$ cat config.mk
export PLATFORM = sky130hd
export DESIGN_NAME = coordinate_line_parser
export DESIGN_NICKNAME = d
export VERILOG_FILES = /design/src/rtl/clp_pkg.sv /design/src/rtl/clp_parser.sv /design/src/rtl/clp_range.sv /design/src/rtl/coordinate_line_parser.sv
export SDC_FILE = /design/constraint.sdc
export NUM_CORES = 1
export LEC_CHECK = 0
export BUFFER_PORTS_ARGS = -buffer_cell sky130_fd_sc_hd__buf_2
export CORE_MARGIN = 10
export CORE_UTILIZATION = 25
export CTS_BUF_LIST = sky130_fd_sc_hd__clkbuf_16
export CTS_CLUSTER_DIAMETER = 30
export DETAILED_ROUTE_END_ITERATION = 8
export SYNTH_ARGS = -nofsm -noshare
export SYNTH_HDL_FRONTEND = slang
export SYNTH_HIERARCHICAL = 1
export SYNTH_SLANG_ARGS = --single-unit
$ cat constraint.sdc
create_clock -name aclk -period 3.96 [get_ports aclk]
set_input_delay 0.198 -clock aclk [delete_from_list [all_inputs] [get_ports aclk]]
set_output_delay 0.198 -clock aclk [all_outputs]
set_load 0.05 [all_outputs]
$ cat src/rtl/clp_pkg.sv
`default_nettype none

package clp_pkg;

    localparam int MAX_DIGITS_DEFAULT = 12;

    localparam int CHAR_W   = 8;
    localparam int KIND_W   = 2;
    localparam int STATUS_W = 2;
    localparam int MAG_W    = 40;
    localparam int FRAC_W   = 4;
    localparam int LIM_W    = 72;
    localparam int POS_W    = 3;

    localparam logic [KIND_W-1:0] KIND_LAT  = 2'd0;
    localparam logic [KIND_W-1:0] KIND_LONG = 2'd1;
    localparam logic [KIND_W-1:0] KIND_NONE = 2'd2;

    localparam logic [STATUS_W-1:0] STATUS_OK    = 2'd0;
    localparam logic [STATUS_W-1:0] STATUS_RANGE = 2'd1;
    localparam logic [STATUS_W-1:0] STATUS_BAD   = 2'd2;

    localparam logic [CHAR_W-1:0] CHAR_MINUS = 8'h2D;
    localparam logic [CHAR_W-1:0] CHAR_DOT   = 8'h2E;
    localparam logic [CHAR_W-1:0] CHAR_ZERO  = 8'h30;
    localparam logic [CHAR_W-1:0] CHAR_NINE  = 8'h39;

    localparam logic [POS_W-1:0] LAT_PREFIX_LEN  = 3'd4;
    localparam logic [POS_W-1:0] LONG_PREFIX_LEN = 3'd5;

    localparam logic [1:0] MATCH_LAT  = 2'b01;
    localparam logic [1:0] MATCH_LONG = 2'b10;
    localparam logic [1:0] MATCH_BOTH = 2'b11;

    localparam int LAT_LIMIT  = 90;
    localparam int LONG_LIMIT = 180;

    typedef struct packed {
        logic [KIND_W-1:0] kind;
        logic              fmt_err;
        logic              negative;
    } clp_flags_t;

    function automatic int acc_width(input int digits);
        logic [LIM_W-1:0] v;
        int               w;
        v = LIM_W'(1);
        for (int i = 0; i < digits; i++) begin
            v = v * LIM_W'(10);
        end
        v = v - LIM_W'(1);
        w = 1;
        for (int i = 0; i < LIM_W; i++) begin
            if (v[i]) begin
                w = i + 1;
            end
        end
        return w;
    endfunction

    function automatic logic [LIM_W-1:0] scaled_limit(input int limit, input int digits);
        logic [LIM_W-1:0] v;
        v = LIM_W'(limit);
        for (int i = 0; i < digits; i++) begin
            v = v * LIM_W'(10);
        end
        return v;
    endfunction

    function automatic logic [CHAR_W-1:0] lat_char(input logic [POS_W-1:0] pos);
        logic [CHAR_W-1:0] c;
        unique case (pos)
            3'd0: c = 8'h6C;
            3'd1: c = 8'h61;
            3'd2: c = 8'h74;
            3'd3: c = 8'h20;
            default: c = 8'h00;
        endcase
        return c;
    endfunction

    function automatic logic [CHAR_W-1:0] long_char(input logic [POS_W-1:0] pos);
        logic [CHAR_W-1:0] c;
        unique case (pos)
            3'd0: c = 8'h6C;
            3'd1: c = 8'h6F;
            3'd2: c = 8'h6E;
            3'd3: c = 8'h67;
            3'd4: c = 8'h20;
            default: c = 8'h00;
        endcase
        return c;
    endfunction

endpackage

`default_nettype wire

$ cat src/rtl/clp_parser.sv
`default_nettype none

module clp_parser #(
    parameter int MAX_DIGITS = clp_pkg::MAX_DIGITS_DEFAULT,
    parameter int ACC_W      = clp_pkg::acc_width(clp_pkg::MAX_DIGITS_DEFAULT),
    parameter int CNT_W      = $clog2(clp_pkg::MAX_DIGITS_DEFAULT + 1)
) (
    input  wire logic                       aclk,
    input  wire logic                       aresetn,
    input  wire logic                       advance,
    input  wire logic                       accept,
    input  wire logic [clp_pkg::CHAR_W-1:0] char_code,
    input  wire logic                       is_last,
    output logic                            cand_valid,
    output clp_pkg::clp_flags_t             cand_flags,
    output logic [ACC_W-1:0]                cand_acc,
    output logic [CNT_W-1:0]                cand_frac
);
    import clp_pkg::*;

    logic [POS_W-1:0] pos_reg, pos_next;
    logic [1:0]       match_reg, match_next;
    logic             in_num_reg, in_num_next;
    logic             first_reg, first_next;
    logic             minus_reg, minus_next;
    logic             dot_reg, dot_next;
    logic [ACC_W-1:0] acc_reg, acc_next;
    logic [CNT_W-1:0] dcnt_reg, dcnt_next;
    logic [CNT_W-1:0] fcnt_reg, fcnt_next;
    logic             fmt_reg, fmt_next;

    logic             cand_valid_reg;
    clp_flags_t       cand_flags_reg, cand_flags_next;
    logic [ACC_W-1:0] cand_acc_reg;
    logic [CNT_W-1:0] cand_frac_reg;

    logic             is_digit;
    logic [3:0]       digit_val;
    logic             lat_ok;
    logic             long_ok;
    logic [1:0]       match_upd;
    logic [POS_W-1:0] pos_inc;

    assign is_digit  = (char_code >= CHAR_ZERO) && (char_code <= CHAR_NINE);
    assign digit_val = 4'(char_code - CHAR_ZERO);
    assign lat_ok    = (pos_reg < LAT_PREFIX_LEN) && (char_code == lat_char(pos_reg));
    assign long_ok   = (pos_reg < LONG_PREFIX_LEN) && (char_code == long_char(pos_reg));
    assign match_upd = {match_reg[1] & long_ok, match_reg[0] & lat_ok};
    assign pos_inc   = pos_reg + POS_W'(1);

    always_comb begin
        pos_next    = pos_reg;
        match_next  = match_reg;
        in_num_next = in_num_reg;
        first_next  = first_reg;
        minus_next  = minus_reg;
        dot_next    = dot_reg;
        acc_next    = acc_reg;
        dcnt_next   = dcnt_reg;
        fcnt_next   = fcnt_reg;
        fmt_next    = fmt_reg;
        if (in_num_reg) begin
            first_next = 1'b0;
            if (!fmt_reg) begin
                if (char_code == CHAR_MINUS) begin
                    if (first_reg) begin
                        minus_next = 1'b1;
                    end else begin
                        fmt_next = 1'b1;
                    end
                end else if (is_digit) begin
                    if (dcnt_reg >= CNT_W'(MAX_DIGITS)) begin
                        fmt_next = 1'b1;
                    end else begin
                        acc_next  = (acc_reg << 3) + (acc_reg << 1) + ACC_W'(digit_val);
                        dcnt_next = dcnt_reg + CNT_W'(1);
                        if (dot_reg) begin
                            fcnt_next = fcnt_reg + CNT_W'(1);
                        end
                    end
                end else if (char_code == CHAR_DOT) begin
                    dot_next = 1'b1;
                end else begin
                    fmt_next = 1'b1;
                end
            end
        end else if (match_reg != 2'b00) begin
            pos_next   = pos_inc;
            match_next = match_upd;
            if (match_upd[0] && (pos_inc == LAT_PREFIX_LEN)) begin
                in_num_next = 1'b1;
                match_next  = MATCH_LAT;
            end else if (match_upd[1] && (pos_inc == LONG_PREFIX_LEN)) begin
                in_num_next = 1'b1;
                match_next  = MATCH_LONG;
            end
        end
    end

    always_comb begin
        cand_flags_next.kind     = KIND_NONE;
        cand_flags_next.fmt_err  = fmt_next;
        cand_flags_next.negative = minus_next;
        if (in_num_next) begin
            cand_flags_next.kind = (match_next == MATCH_LAT) ? KIND_LAT : KIND_LONG;
        end
    end

    always_ff @(posedge aclk) begin
        if (!aresetn) begin
            pos_reg    <= '0;
            match_reg  <= MATCH_BOTH;
            in_num_reg <= 1'b0;
            first_reg  <= 1'b1;
            minus_reg  <= 1'b0;
            dot_reg    <= 1'b0;
            acc_reg    <= '0;
            dcnt_reg   <= '0;
            fcnt_reg   <= '0;
            fmt_reg    <= 1'b0;
        end else if (accept) begin
            if (is_last) begin
                pos_reg    <= '0;
                match_reg  <= MATCH_BOTH;
                in_num_reg <= 1'b0;
                first_reg  <= 1'b1;
                minus_reg  <= 1'b0;
                dot_reg    <= 1'b0;
                acc_reg    <= '0;
                dcnt_reg   <= '0;
                fcnt_reg   <= '0;
                fmt_reg    <= 1'b0;
            end else begin
                pos_reg    <= pos_next;
                match_reg  <= match_next;
                in_num_reg <= in_num_next;
                first_reg  <= first_next;
                minus_reg  <= minus_next;
                dot_reg    <= dot_next;
                acc_reg    <= acc_next;
                dcnt_reg   <= dcnt_next;
                fcnt_reg   <= fcnt_next;
                fmt_reg    <= fmt_next;
            end
        end
    end

    always_ff @(posedge aclk) begin
        if (!aresetn) begin
            cand_valid_reg <= 1'b0;
        end else if (advance) begin
            cand_valid_reg <= accept && is_last;
        end
    end

    always_ff @(posedge aclk) begin
        if (accept && is_last) begin
            cand_flags_reg <= cand_flags_next;
            cand_acc_reg   <= acc_next;
            cand_frac_reg  <= fcnt_next;
        end
    end

    assign cand_valid = cand_valid_reg;
    assign cand_flags = cand_flags_reg;
    assign cand_acc   = cand_acc_reg;
    assign cand_frac  = cand_frac_reg;

endmodule

`default_nettype wire

$ cat src/rtl/clp_range.sv
`default_nettype none

module clp_range #(
    parameter int MAX_DIGITS = clp_pkg::MAX_DIGITS_DEFAULT,
    parameter int ACC_W      = clp_pkg::acc_width(clp_pkg::MAX_DIGITS_DEFAULT),
    parameter int CNT_W      = $clog2(clp_pkg::MAX_DIGITS_DEFAULT + 1)
) (
    input  wire clp_pkg::clp_flags_t         flags,
    input  wire logic [ACC_W-1:0]            acc,
    input  wire logic [CNT_W-1:0]            frac,
    output logic [clp_pkg::STATUS_W-1:0]     status,
    output logic [clp_pkg::MAG_W-1:0]        magnitude,
    output logic                             negative,
    output logic [clp_pkg::FRAC_W-1:0]       fraction_digits
);
    import clp_pkg::*;

    logic [LIM_W-1:0] lat_lim  [MAX_DIGITS+1];
    logic [LIM_W-1:0] long_lim [MAX_DIGITS+1];
    logic [LIM_W-1:0] acc_ext;
    logic [LIM_W-1:0] limit;
    logic [7:0]       frac_ext;

    for (genvar i = 0; i <= MAX_DIGITS; i++) begin : g_limits
        assign lat_lim[i]  = scaled_limit(LAT_LIMIT, i);
        assign long_lim[i] = scaled_limit(LONG_LIMIT, i);
    end

    assign acc_ext  = {{(LIM_W-ACC_W){1'b0}}, acc};
    assign frac_ext = {{(8-CNT_W){1'b0}}, frac};
    assign limit    = (flags.kind == KIND_LAT) ? lat_lim[frac] : long_lim[frac];

    always_comb begin
        status          = STATUS_OK;
        magnitude       = '0;
        negative        = 1'b0;
        fraction_digits = '0;
        if (flags.kind != KIND_NONE) begin
            if (flags.fmt_err) begin
                status = STATUS_BAD;
            end else begin
                status          = (acc_ext > limit) ? STATUS_RANGE : STATUS_OK;
                magnitude       = acc_ext[MAG_W-1:0];
                negative        = flags.negative;
                fraction_digits = frac_ext[FRAC_W-1:0];
            end
        end
    end

endmodule

`default_nettype wire

$ cat src/rtl/coordinate_line_parser.sv
// A result passes the parser's candidate register, then the output register that drives m_tvalid.
// Throughput: one character per cycle; the parse state and the range check are both
// registered stages, stalled together only while a result waits on m_tready.
// Reset: aresetn is synchronous and active low; it clears the parse state to the start of
// a line and drops both valid flags.
`default_nettype none

module coordinate_line_parser #(
    parameter int MAX_DIGITS = clp_pkg::MAX_DIGITS_DEFAULT
) (
    input  wire logic        aclk,
    input  wire logic        aresetn,
    input  wire logic        s_tvalid,
    output logic             s_tready,
    input  wire logic [7:0]  s_tdata,   // [7:0] char_code
    input  wire logic        s_tlast,   // is_last
    output logic             m_tvalid,
    input  wire logic        m_tready,
    output logic [47:0]      m_tdata,   // [1:0] status, [41:2] magnitude, [42] negative,
                                        // [46:43] fraction_digits, [47] zero
    output logic [1:0]       m_tuser    // [1:0] coordinate_kind
);
    import clp_pkg::*;

    localparam int ACC_W = acc_width(MAX_DIGITS);
    localparam int CNT_W = $clog2(MAX_DIGITS + 1);

    logic             advance;
    logic             accept;
    logic             cand_valid;
    clp_flags_t       cand_flags;
    logic [ACC_W-1:0] cand_acc;
    logic [CNT_W-1:0] cand_frac;

    logic [STATUS_W-1:0] chk_status;
    logic [MAG_W-1:0]    chk_mag;
    logic                chk_neg;
    logic [FRAC_W-1:0]   chk_frac;

    logic                m_valid_reg;
    logic [KIND_W-1:0]   m_kind_reg;
    logic [STATUS_W-1:0] m_status_reg;
    logic [MAG_W-1:0]    m_mag_reg;
    logic                m_neg_reg;
    logic [FRAC_W-1:0]   m_frac_reg;

    assign advance  = !m_valid_reg || m_tready;
    assign s_tready = advance;
    assign accept   = s_tvalid && advance;

    clp_parser #(
        .MAX_DIGITS (MAX_DIGITS),
        .ACC_W      (ACC_W),
        .CNT_W      (CNT_W)
    ) u_parser (
        .aclk       (aclk),
        .aresetn    (aresetn),
        .advance    (advance),
        .accept     (accept),
        .char_code  (s_tdata),
        .is_last    (s_tlast),
        .cand_valid (cand_valid),
        .cand_flags (cand_flags),
        .cand_acc   (cand_acc),
        .cand_frac  (cand_frac)
    );

    clp_range #(
        .MAX_DIGITS (MAX_DIGITS),
        .ACC_W      (ACC_W),
        .CNT_W      (CNT_W)
    ) u_range (
        .flags           (cand_flags),
        .acc             (cand_acc),
        .frac            (cand_frac),
        .status          (chk_status),
        .magnitude       (chk_mag),
        .negative        (chk_neg),
        .fraction_digits (chk_frac)
    );

    always_ff @(posedge aclk) begin
        if (!aresetn) begin
            m_valid_reg <= 1'b0;
        end else if (advance) begin
            m_valid_reg <= cand_valid;
        end
    end

    always_ff @(posedge aclk) begin
        if (advance && cand_valid) begin
            m_kind_reg   <= cand_flags.kind;
            m_status_reg <= chk_status;
            m_mag_reg    <= chk_mag;
            m_neg_reg    <= chk_neg;
            m_frac_reg   <= chk_frac;
        end
    end

    assign m_tvalid = m_valid_reg;
    assign m_tdata  = {1'b0, m_frac_reg, m_neg_reg, m_mag_reg, m_status_reg};
    assign m_tuser  = m_kind_reg;

endmodule

`default_nettype wire
---- Word level (Yosys, flattened, before mapping) ----
Memory sizes are Yosys's and may differ from the RTL's.
Index checks and enable logic that the tools add are counted.
cells by class
  add/sub/neg operators ................... 6
  bitwise operators ....................... 4
  magnitude comparators ................... 7
  eq/ne operators ......................... 17
  reductions and logical operators ........ 22
  multiplexer cells ....................... 63
operators with widths
  kind                                                                              count
  72-bit two-way mux                                                                5
  40-bit two-way mux                                                                6
  40-bit by 72-bit > comparator with 1-bit output                                   1
  4-bit two-way mux                                                                 13
  40-bit by 4-bit adder with 40-bit output                                          1
  40-bit adder                                                                      1
  7-bit one-hot mux with 5 select lines                                             1
  1-bit two-way mux                                                                 28
  7-bit one-hot mux with 4 select lines                                             1
  8-bit by 6-bit equality test with 1-bit output, second input constant             2
  8-bit by 7-bit equality test with 1-bit output                                    2
  2-bit two-way mux                                                                 6
  2-bit inequality test, second input constant                                      6
  6-bit AND reduction                                                               2
  2-bit nonzero test                                                                5
  3-bit equality test, second input constant                                        3
  3-bit two-way mux                                                                 3
  4-bit by 1-bit adder with 4-bit output, second input constant                     2
  8-bit by 6-bit >= comparator with 1-bit output, second input constant             1
  8-bit by 6-bit less-or-equal comparator with 1-bit output, second input constant  1
  1-bit logical AND                                                                 8
  3-bit by 2-bit equality test with 1-bit output, second input constant             2
  3-bit < comparator, second input constant                                         2
  5-bit >= comparator, second input constant                                        1
  15 further kinds                                                                  16
storage, ports and cells
  flip-flop bits (word level) ............. 157
  memory bits (read-only) ................. 2,304
  memories ................................ 2
  word-level logic and storage cells ...... 144
  output and inout bits ................... 52
memory list
  memory            depth  bits a word  read ports  clocked after Yosys merged registers in  wr ports  RTL line         RTL
  (name not given)  16     72           1           0                                        0         clp_range.sv:31  assign limit = (flags.kind == KIND_LAT) ? lat_lim[frac] : long_lim[frac];
  (name not given)  16     72           1           0                                        0         clp_range.sv:31

---- Logic depth before layout (Yosys ltp) ----
  word-level depth ........................ 12
  mapped depth ............................ 13

---- By module ----
The synthesis kept the hierarchy.
by module, submodules not included
  module                  times used  area an instance (sq um)  cells an instance  seq. area each (sq um)
  clp_parser              1           7,174.4                   790                2,622.5
  clp_range               1           2,212.1                   334                0.0
  coordinate_line_parser  1           1,554.0                   58                 1,491.4

---- Least setup slack after synthesis ----
Ideal clock, no wire load.
  path kind ............................... reg2reg
  start point ............................. register u_parser.acc_reg[0]
  end point ............................... register u_parser.cand_acc_reg[36] (netlist: u_parser/cand_acc[36]) (data pin)
  period minus slack after synthesis ...... 3.125 ns
  buffers on the path ..................... 0
  arrival time ............................ 2.865 ns
  required time ........................... 3.700 ns
  cell stages (with the launch flop) ...... 13
  setup slack ............................. 0.835 ns
  path through ............................ dfxtp_1 > inv_1 > fa_1 > inv_1 > fa_1 > a21oi_2 > o211ai_2 > o2111ai_1 > a32o_1 > o41a_1 > o41ai_2 > xor2_1 > mux2_2
on the way
  word-level cells in the longest chain between the ends .. 7
RTL lines
  item                                      RTL line           RTL
  start, declared                           clp_parser.sv:27   logic [ACC_W-1:0] acc_reg, acc_next;
  start signal, assigned                    clp_parser.sv:140  acc_reg <= acc_next;
  40-bit adder                              clp_parser.sv:75   acc_next = (acc_reg << 3) + (acc_reg << 1) + ACC_W'(digit_val);
  40-bit by 4-bit adder with 40-bit output  clp_parser.sv:75
  40-bit two-way mux                        clp_parser.sv:72   if (dcnt_reg >= CNT_W'(MAX_DIGITS)) begin
  40-bit two-way mux                        clp_parser.sv:71   end else if (is_digit) begin
  40-bit two-way mux                        clp_parser.sv:65   if (char_code == CHAR_MINUS) begin
  40-bit two-way mux                        clp_parser.sv:64   if (!fmt_reg) begin
  40-bit two-way mux                        clp_parser.sv:62   if (in_num_reg) begin
  via u_parser.acc_next[36]                 clp_parser.sv:27
  end signal, assigned                      clp_parser.sv:159  cand_acc_reg <= acc_next;
  end, declared                             clp_parser.sv:34   logic [ACC_W-1:0] cand_acc_reg;
The timed path passes the listed nets, and every way through them passes these cells.
A chain may end at the register's enable or synchronous reset.

---- Worst setup path after layout ----
  start point ............................. register u_parser.acc_reg[0]
  end point ............................... register u_parser.cand_acc_reg[34] (netlist: u_parser/cand_acc[34]) (data pin)
The elaborated chain is that of the path after synthesis.

==> impl_metrics.env <==
export IMPL_fin_skew_ns=0.00662
export IMPL_vias_per_cell=4.82
export IMPL_reg2reg_depth=12
export IMPL_port_buffers=63
export IMPL_cts_resized=0
export IMPL_tightest_slew_ns=0.668
export IMPL_finalCriticalPeriod_ns=3.53
export IMPL_gp_congestion=0.885
export IMPL_path_clk_slew_ns=0.06
export IMPL_fin_tns_setup_ns=0
export IMPL_post_synth_inst_count=1182
export IMPL_peakVddDrop_uv=259
export IMPL_dieHeight_um=229
export IMPL_rsz0062_at_grt="no"
export IMPL_drv_slew=0
export IMPL_maxCapViolations=0
export IMPL_synth_edf_count=97
export IMPL_post_synth_xor_area_fraction_pct=3.28
export IMPL_synth_simple_area_share_pct=18.9
export IMPL_dieArea_um2=52500
export IMPL_crit_arrival_ns=3.71
export IMPL_yosys_warnings=6
export IMPL_cts_sinks=157
export IMPL_required_ns=4.14
export IMPL_grt_met1_usage_pct=13.6
export IMPL_die_x_um=229
export IMPL_first_pass_iters=5
export IMPL_timing_hold_worst_class="input port to flip-flop"
export IMPL_hpwl_mm=22.1
export IMPL_cp_start_kind="flip-flop"
export IMPL_antenna_cells=0
export IMPL_io_pins=65
export IMPL_synth_cell_types=85
export IMPL_initial_core_util_pct=25.3
export IMPL_synthFlopType="edfxtp_1"
export IMPL_route_detailed_drc=0
export IMPL_path_max_fanout=4
export IMPL_cts_tree="done"
export IMPL_synthMuxAreaShare_pct=1.93
export IMPL_htree_levels=4
export IMPL_drive_gt1_share_pct=12.1
export IMPL_fmax_mhz=283
export IMPL_holdPathStages=3
export IMPL_busiest_layer="met2"
export IMPL_clk_path_buf_depth=2
export IMPL_crit_type="flip-flop to flip-flop"
export IMPL_rr_startpoint="u_parser/acc_reg[0]"
export IMPL_synth_top_family_by_area="compound AO/OA/AOI/OAI gates"
export IMPL_synth_seq_cells=157
export IMPL_reg2reg_to="u_parser/cand_acc[34]"
export IMPL_nets=1371
export IMPL_slew_headroom_pct=55.2
export IMPL_synth_seq_area_share_pct=37.6
export IMPL_vias=8781
export IMPL_cellLeakagePower_nw=5.15
export IMPL_synthesis_area_um2=10900
export IMPL_antenna_found_initial=0
export IMPL_async_reset_ff_share_pct=0
export IMPL_fin_crit_sh_pct=89.2
export IMPL_root_buffer="clkbuf_16"
export IMPL_grt_max_degree=51
export IMPL_avgSynthCellArea_um2=9.26
export IMPL_synth_compound_area_share_pct=19.2
export IMPL_finish_instance_area_um2=12500
export IMPL_drt_iter0_markers=447
export IMPL_nFillCells=4539
export IMPL_yosys_area_share_adder_pct=15.6
export IMPL_synth_nets=1330
export IMPL_core_area_um2=43200
export IMPL_cts_buffers=17
export IMPL_gr_total_overflow=0
export IMPL_p_per_area_nw_per_um2=304
export IMPL_grt_pass1_wl_mm=45.9
export IMPL_cts_hold_buf=0
export IMPL_multi_input_area_um2=6450
export IMPL_first_global_vias=8490
export IMPL_endpoint_kind="flip-flop"
export IMPL_area_growth_pct=14.2
export IMPL_reg2reg_slack_ns=0.43
export IMPL_finalSetupViolations=0
export IMPL_cts_setup_buffers=0
export IMPL_met3_usage_pct=1.68
export IMPL_status="completed"
export IMPL_worstSkewPairLatency_ns=0.43
export IMPL_dpl_cell_area_um2=11900
export IMPL_holdCritStartpoint="m_tready"
export IMPL_holdPathEnd="m_tvalid"
export IMPL_regArea_um2=4110
export IMPL_grt_total_usage_pct=10.7
export IMPL_drtAntennaViolNets=0
export IMPL_final_hold_violation_count=0
export IMPL_drt_wl_total_mm=28.8
export IMPL_grtUsageMet2_pct=17.8
export IMPL_wl_per_cell_um=15.8
export IMPL_row_count=76
==> routing by layer <==
layer	up-vias	routed length, um	part of all wire, %
met2	205	13900	48
met3	29	1250	4.3
met5	-	0	0
met1	4140	13000	45
li1	4407	-	-
met4	0	625	2.2
==> final cells by class <==
class	instances	share of cell area (%)
inverter	34	1.02
clock buffer	17	3.40
sequential	157	32.9
tap	585	5.86
multi-input combinational	931	51.6
clock inverter	15	1.55
timing repair buffer	82	3.66
==> worst max-delay path: stages, from the launching register on <==
cell       delay [ns]
dfxtp_1          0.36
inv_1            0.08
fa_1             0.51
inv_1            0.07
fa_1             0.48
a21oi_2          0.22
o211ai_2         0.12
o2111ai_1        0.18
nand2_1          0.17
a21oi_1          0.41
o31a_1           0.31
xnor2_1          0.10
mux2_2           0.28
==> cells by family (layout without fill, tap and decap cells) <==
family	after synthesis	after routing
adder cells (fa/ha/maj)	135	135
buffers and inverters	94	148
flip-flops	157	157
XOR/XNOR	41	41
AO/OA/AOI/OAI	323	323
AND/OR/NAND/NOR	411	411
other	1	1
multiplexers	20	20
==> stage by stage <==
step	setup slack [ns]	hold slack, ns	power, mW	cells	util, %
floorplan	0.835	0.348	2.02	1182	-
global placement	0.451	0.454	2.11	1789	27.5
detailed placement	0.399	0.462	2.11	1789	27.5
CTS	0.419	0.0593	3.86	1821	29.0
global route	0.205	0.0682	3.94	1821	29.0
finish	0.427	0.0805	3.80	1821	29.0
==> Yosys cell counts (all sizes together) (5+ instances only) <==
cell type / count / area [um2]
nand2: 153 / 574
ha: 133 / 1660
a21oi: 99 / 511
edfxtp: 97 / 2910
o21ai: 91 / 455
nor2: 67 / 254
dfxtp: 60 / 1200
and2: 58 / 365
clkbuf: 41 / 154
inv: 33 / 124
nor2b: 27 / 169
nand3: 23 / 120
xor2: 21 / 184
nand4: 20 / 138
xnor2: 20 / 175
buf: 19 / 105
a22oi: 17 / 128
nor3: 17 / 85.1
a22o: 12 / 105
a21o: 11 / 82.6
mux2i: 11 / 110
o31ai: 10 / 85.1
mux2: 9 / 101
o21bai: 9 / 67.6
o22ai: 9 / 56.3
nand2b: 8 / 57.6
o211ai: 7 / 62.6
o21a: 7 / 52.6
or2: 7 / 43.8
a211oi: 6 / 50.1
and3: 6 / 37.5
a21boi: 5 / 41.3
or3: 5 / 31.3
==> worst max path at each step <==
stage / startpoint / to / depth (start not counted) / slack, ns
global route: u_parser/acc_reg[0] / u_parser/cand_acc[34] / 12 / 0.20
floorplan: u_parser/acc_reg[0] / u_parser/cand_acc[36] / 12 / 0.84
CTS: u_parser/acc_reg[0] / u_parser/cand_acc[34] / 12 / 0.42
global placement: s_tdata[3] / u_parser/cand_acc[34] / 13 / 0.45
detailed placement: s_tdata[3] / u_parser/cand_acc[34] / 13 / 0.40
finish: u_parser/acc_reg[0] / u_parser/cand_acc[34] / 12 / 0.43
==> power breakdown <==
part           internal [mW]  switching (mW)
Combinational         0.0876           0.203
Sequential              1.76          0.0203
Clock                   1.05           0.679
==> cells in the final DEF, fill, tap and decap left out, types with 4 or more instances in the layout <==
cell	Yosys	routed
a31oi_1	4	4
or2_2	5	5
clkbuf_16	0	17
nor3_1	17	17
inv_1	33	34
buf_2	12	63
xor2_1	21	21
nand4_1	18	18
a21o_1	11	11
nand4b_1	4	4
mux2_2	9	9
and3_1	6	6
nor2_1	66	66
o22ai_1	9	9
dfxtp_1	60	60
buf_4	3	19
a211oi_1	5	5
nand2b_1	7	7
o21bai_1	9	9
o21a_1	7	7
o31ai_1	8	8
nand3_1	22	22
mux2i_1	11	11
a22o_1	12	12
o21ai_0	87	87
o211ai_1	5	5
edfxtp_1	97	97
o2111ai_1	4	4
xnor2_1	20	20
a21oi_1	97	97
a221oi_1	4	4
ha_1	133	133
nand2_1	153	153
a22oi_1	17	17
nor2b_1	27	27
bufinv_16	0	4
a2bb2oi_1	4	4
o21ai_1	4	4
or3_1	5	5
and2_1	55	54
No activity file was read; power rests on OpenSTA's default activity.
